$ cat src/rtl/rrc_pkg.sv
// Shared types, codes and helpers of the read request coalescer.
`default_nettype none
package rrc_pkg;

	localparam logic [1:0] CMD_ENQUEUE = 2'd0;
	localparam logic [1:0] CMD_SEND    = 2'd1;
	localparam logic [1:0] CMD_RESULT  = 2'd2;
	localparam logic [1:0] CMD_CLEAR   = 2'd3;

	localparam logic [1:0] RES_ISSUE   = 2'd0;
	localparam logic [1:0] RES_DELIVER = 2'd1;
	localparam logic [1:0] RES_ERROR   = 2'd2;
	localparam logic [1:0] RES_DONE    = 2'd3;

	localparam logic [1:0] ERR_NONE     = 2'd0;
	localparam logic [1:0] ERR_NODATA   = 2'd1;
	localparam logic [1:0] ERR_FAILED   = 2'd2;
	localparam logic [1:0] ERR_OVERFLOW = 2'd3;

	localparam logic [1:0] ST_OK     = 2'd0;
	localparam logic [1:0] ST_NODATA = 2'd1;

	localparam logic REG_MAX_BYTES = 1'b0;
	localparam logic REG_READ_PRIO = 1'b1;

	localparam logic [31:0] MAX_BYTES_RESET = 32'd8388608;
	localparam logic [5:0]  SEND_CAP = 6'd30;
	localparam logic [5:0]  MAX_RES  = 6'd32;

	typedef struct packed {
		logic [1:0]  kind;
		logic [63:0] blob;
		logic [63:0] tablet;
		logic [7:0]  channel;
		logic [31:0] generation;
		logic [31:0] group;
		logic [25:0] size;
		logic [15:0] requester;
		logic [31:0] cookie;
		logic [1:0]  status;
		logic        message_end;
	} cmd_t;

	typedef struct packed {
		logic [63:0] blob;
		logic [63:0] tablet;
		logic [39:0] chan_gen;
		logic [31:0] group;
		logic [25:0] size;
		logic [47:0] owner;
	} pend_t;

	typedef struct packed {
		logic [1:0]  kind;
		logic [63:0] blob;
		logic [31:0] group;
		logic [2:0]  prio;
		logic [15:0] requester;
		logic [31:0] cookie;
		logic        last;
		logic [1:0]  err;
		logic        act;
		logic [39:0] bytes;
	} res_t;

	function automatic res_t mk_res(input logic [1:0] kind, input logic [63:0] blob,
			input logic [31:0] group, input logic [2:0] prio, input logic [47:0] owner,
			input logic [1:0] err, input logic act, input logic [39:0] bytes);
		res_t r;
		r.kind = kind;
		r.blob = blob;
		r.group = group;
		r.prio = prio;
		r.requester = owner[47:32];
		r.cookie = owner[31:0];
		r.last = 1'b0;
		r.err = err;
		r.act = act;
		r.bytes = bytes;
		return r;
	endfunction

endpackage
`default_nettype wire

$ cat src/rtl/rrc_front.sv
// Command front end: accepts words and buffers them in a two-entry queue.
`default_nettype none
module rrc_front (
	input  wire logic         clk,
	input  wire logic         arst_n,
	input  wire logic         start,
	input  wire rrc_pkg::cmd_t cmd_in,
	output logic              busy,
	output logic              cmd_valid,
	output rrc_pkg::cmd_t     cmd_out,
	input  wire logic         cmd_take
);
	import rrc_pkg::*;

	cmd_t       q_q [2];
	logic       wp_q;
	logic       rp_q;
	logic [1:0] cnt_q;
	logic       push;
	logic       pop;

	assign busy = (cnt_q == 2'd2);
	assign push = start && !busy;
	assign cmd_valid = (cnt_q != 2'd0);
	assign pop = cmd_take && cmd_valid;
	assign cmd_out = q_q[rp_q];

	always_ff @(posedge clk) begin
		if (push) begin
			q_q[wp_q] <= cmd_in;
		end
	end

	always_ff @(posedge clk or negedge arst_n) begin
		if (!arst_n) begin
			wp_q <= 1'b0;
			rp_q <= 1'b0;
			cnt_q <= 2'd0;
		end else begin
			if (push) begin
				wp_q <= !wp_q;
			end
			if (pop) begin
				rp_q <= !rp_q;
			end
			if (push && !pop) begin
				cnt_q <= cnt_q + 2'd1;
			end else if (pop && !push) begin
				cnt_q <= cnt_q - 2'd1;
			end
		end
	end

endmodule
`default_nettype wire

$ cat config.mk
export PLATFORM = sky130hd
export DESIGN_NAME = rrc_front
export DESIGN_NICKNAME = d
export VERILOG_FILES = /design/src/rtl/rrc_pkg.sv /design/src/rtl/rrc_front.sv
export SDC_FILE = /design/constraint.sdc
export NUM_CORES = 1
export LEC_CHECK = 0
export BUFFER_PORTS_ARGS = -buffer_cell sky130_fd_sc_hd__buf_2
export CAP_MARGIN = 20
export CORE_UTILIZATION = 40
export DETAILED_ROUTE_END_ITERATION = 7
export SETUP_SLACK_MARGIN = 0.3
export SYNTH_ARGS = -nofsm -noshare
export SYNTH_HDL_FRONTEND = slang
export SYNTH_SLANG_ARGS = --single-unit
$ cat constraint.sdc
create_clock -name clk -period 20.5 [get_ports clk]
set_input_delay 1.025 -clock clk [delete_from_list [all_inputs] [get_ports clk]]
set_output_delay 1.025 -clock clk [all_outputs]
set_load 0.02 [all_outputs]
# Word-level counts from Yosys, hierarchy flattened
# Memory sizes are Yosys's and may differ from the RTL's.
# Index checks and enable logic that the tools add are counted.
# totals
ff_bits	4
mem_bits_rw	558
word_cells	22
n_memories	1
# mem_list
name	words	width	read_ports	rd_clocked_by_memory_dff	wr	line	rtl
q_q	2	279	1	0	1	rrc_front.sv:15	cmd_t q_q [2];
# op_classes
add_sub_neg	2
n_eq_ne	1
n_mux	4
reduce_logical	11
# ops
cell	count
zero test 1 bit	5
logical AND 1 bit	4
2-to-1 mux 2 bit	2
nonzero test 2 bit	2
adder 2 x 1 -> 2 bit, second input constant	1
equality test 2 bit, second input constant	1
2-to-1 mux 1 bit	2
subtractor 2 x 1 -> 2 bit, second input constant	1

# Logic depth before layout (Yosys ltp)
# depth
ltp_word	7
ltp_mapped	7
mapped_depth_nobuf	7

# Worst setup path after synthesis
# Ideal clock, no wire load.
# synth_path
path_type	input -> register
startpoint	in start
endpoint	mem q_q[0][0] in the netlist's numbering, enable pin
setup_time_ns	0.924
t_arrival_ns	12.668
path_slack_ns	6.908
stages	2
n_path_buf	0
path_cell_list	nand2_1 nor2_1
# synth_between
elab_chain_cells	3
# synth_rtl
element	line	rtl
start: declaration	rrc_front.sv:6	input wire logic start,
logical AND 1 bit	rrc_front.sv:23	assign push = start && !busy;
2-to-1 mux 1 bit	rrc_front.sv:29	if (push) begin
2-to-1 mux 1 bit (not written as such)	rrc_front.sv:30	q_q[wp_q] <= cmd_in;
end: declaration	rrc_front.sv:15	
# No other way between the ends.

==> results by group <==
Global routing
  • Global-route wire length before repair: 66500 µm
  • Initial antenna violation count: 20
  • Largest net degree at the start of global routing: 139
  • Total GRT Usage: 16.8%
  • Total gr overflow: 0
  • Vias in the first global route: 11200

CTS
  • Clk slew on worst S/H paths: 0.06 ns
  • Sinks on Clock Net: 562
  • H-tree depth: 2
  • TritonCTS clock tree: done
  • Post-CTS Setup Bufs: 0
  • CTS Hold Bufs: 0
  • Post_cts resized: 0
  • CTS root buf: clkbuf_16
  • Clk buf depth: 3
  • Clk Latency, worst-skew pair: 0.59 ns
  • CTS buffer count: 57

Floorplan
  • DIE AREA: 53800 µm²
  • Initial core utilization: 40.8%
  • I/O Pins: 564
  • DIE HEIGHT: 232 µm
  • Die W: 232 µm
  • CORE AREA: 51800 µm²
  • Core Rows: 83

Final layout
  • Most frequent cells in the layout: buf_2 (563), edfxtp_1 (558), mux2_4 (200)
  • Commonest non-fill, non-tap cell in the layout: buf_2
  • Finished layout cell area: 26500 µm²
  • # fillers: 4315
  • Final net count: 1773
  • Layout cells sized above 1: 60.9%
  • Syn-to-layout area delta: 25.3%

STA
  • Pins Over Slew Limit: 0
  • Slew of the pin with the lowest slew margin: 1.18 ns
  • Post-Route Setup TNS: 0 ns
  • RSZ-0062 raised after global routing: false
  • Final setup violation count: 0
  • FMAX: 210 MHz
  • Final hold vios: 0
  • Slew margin rel.: 21.6%
  • Final Skew: 0.0181 ns
  • Period minus WS final: 4.77 ns
  • Final period utilization: 23.3%

Yosys
  • Synth cell types: 15
  • Mean Syn Cell Area: 23.8 µm²
  • Synth Area in Simple Gates: 0.160%
  • Sequential share of the synthesized area: 79.7%
  • Synth warn: 0
  • Mapped Area: 21100 µm²
  • Largest family of logic cells by synthesized area: multiplexers
  • Post-Synth XOR/XNOR Area: 0.207%
  • Fraction of synthesized area in multiplexers: 18.4%
  • Post-synthesis net count: 1171
  • FF+latch count, synth: 562
  • Mapped Cells: 887
  • Synth Area in Compound Gates: 0%
  • Adder-Cell Fraction of Synth Area: 0.0592%

Setup path
  • Worst Path Required: 19.48 ns
  • Arr. time, crit path: 3.75 ns
  • Setup crit end kind: output pin
  • Critical path peak fanout: 138
  • R2R Setup Slk: 17.08 ns
  • Startpoint Class: flip-flop
  • Crit Path Class: reg2out

Placement
  • Hpwl dp: 32700 µm
  • Port Buffers: 563
  • Placed cell areas: 24600 µm²
  • Placer Congestion: 0.795

Route
  • Pre-antenna DRT Iters: 4
  • Avg Vias per Cell: 4.67
  • Final WL: 46600 µm
  • Iter 0 DRT Violations: 524
  • DRC viols: 0
  • DR WL/cell: 20.9 µm
  • Via Count: 10400
  • ANT nets after route: 0

Power and ir drop
  • Peak supply drop: 0.125 mV
  • Pwr Density: 153 nW/µm²
  • Leak: 10.4 nW

Outcome
  • Status: complete, no violations

Flow run
  • Max Cap Viol: 0

Min path
  • Worst Hold Class: in2async
-- stage by stage --
stage | util (%) | std cells | hold slack, ns | power (mW) | worst slack (ns)
4_1_cts | 51.1 | 2216 | 0.176 | 4.12 | 15.55
5_1_grt | 51.1 | 2222 | 0.186 | 4.24 | 15.43
6_report | 51.1 | 2226 | 0.227 | 4.06 | 15.73
3_5_place_dp | 47.5 | 2110 | 0.497 | 3.10 | 16.23
2_1_floorplan | - | 887 | 0.456 | 2.78 | 6.91
3_3_place_gp | 47.5 | 2110 | 0.474 | 3.08 | 16.27
-- layer usage --
| metal | routed length [µm] | vias up | GRT usage [%] |
|---|---|---|---|
| met5 | 149 | - | 0 |
| met4 | 1270 | 22 | 6.13 |
| met3 | 4940 | 97 | 7.74 |
| met2 | 23900 | 411 | 29.2 |
| met1 | 16400 | 5081 | 17.6 |
| li1 | - | 4778 | - |
-- area by class of cell --
type                    count  area [µm²]  area share [%]
diodes                     10        25.0          0.0945
clock buffers              79        1580            5.97
clock inverters            27         259           0.978
inverters                   2        7.51          0.0283
multi-input cells         292        4000            15.1
flip-flops and latches    562       16900            63.6
well taps                 680         851            3.21
repair buffers            574        2910            11.0
-- worst max-delay path: stages, from the launching register on --
cell     delay [ns]
dfrtp_4        0.79
buf_12         0.68
buf_4          0.79
mux2_4         0.36
buf_2          0.16
-- registers in the layout, indices dropped and copies added, names as in the netlist --
name,cells
rp_q,1
wp_q,1
cnt_q,2
q_q,558
-- path summary, 6_finish.rpt --
kind,start,end,cells after the start
setup / recovery,rp_q$_DFFE_PN0P_,cmd_out[139],4
min in group clk,cnt_q[1]$_DFFE_PN0P_,cnt_q[1]$_DFFE_PN0P_,1
max in group asynchronous,arst_n,rp_q$_DFFE_PN0P_,1
setup reg to reg,cnt_q[0]$_DFFE_PN0P_,q_q[0][232]$_DFFE_PP_,5
hold / removal,arst_n,wp_q$_DFFE_PN0N_,1
hold reg to reg,cnt_q[1]$_DFFE_PN0P_,cnt_q[1]$_DFFE_PN0P_,1
-- power by group --
group | internal, mW | leakage (nW) | total [mW] | switching, mW
logic | 0.582 | 4.28 | 1.40 | 0.814
clock network | 0.600 | 0.903 | 1.01 | 0.412
registers | 1.58 | 5.23 | 1.66 | 0.0814
-- cell families after synthesis --
family / Yosys count
xor gates and xnor gates: 5
buffers and inverters: 33
muxes: 279
adders and majority gates: 1
and+or+nand+nor: 7
DFF: 562
-- synth_stat cells, drive strengths merged --
cell / number / area, µm²
edfxtp: 558 / 16800
mux2: 279 / 3890
buf: 31 / 299
dfrtp: 4 / 100
xnor2: 3 / 26.3
inv: 2 / 7.51
nand2: 2 / 7.51
nor2: 2 / 7.51
xor2: 2 / 17.5
and3: 1 / 6.26
ha: 1 / 12.5
nand2b: 1 / 6.26
or2: 1 / 6.26
(Power assumes the default switching activity.)
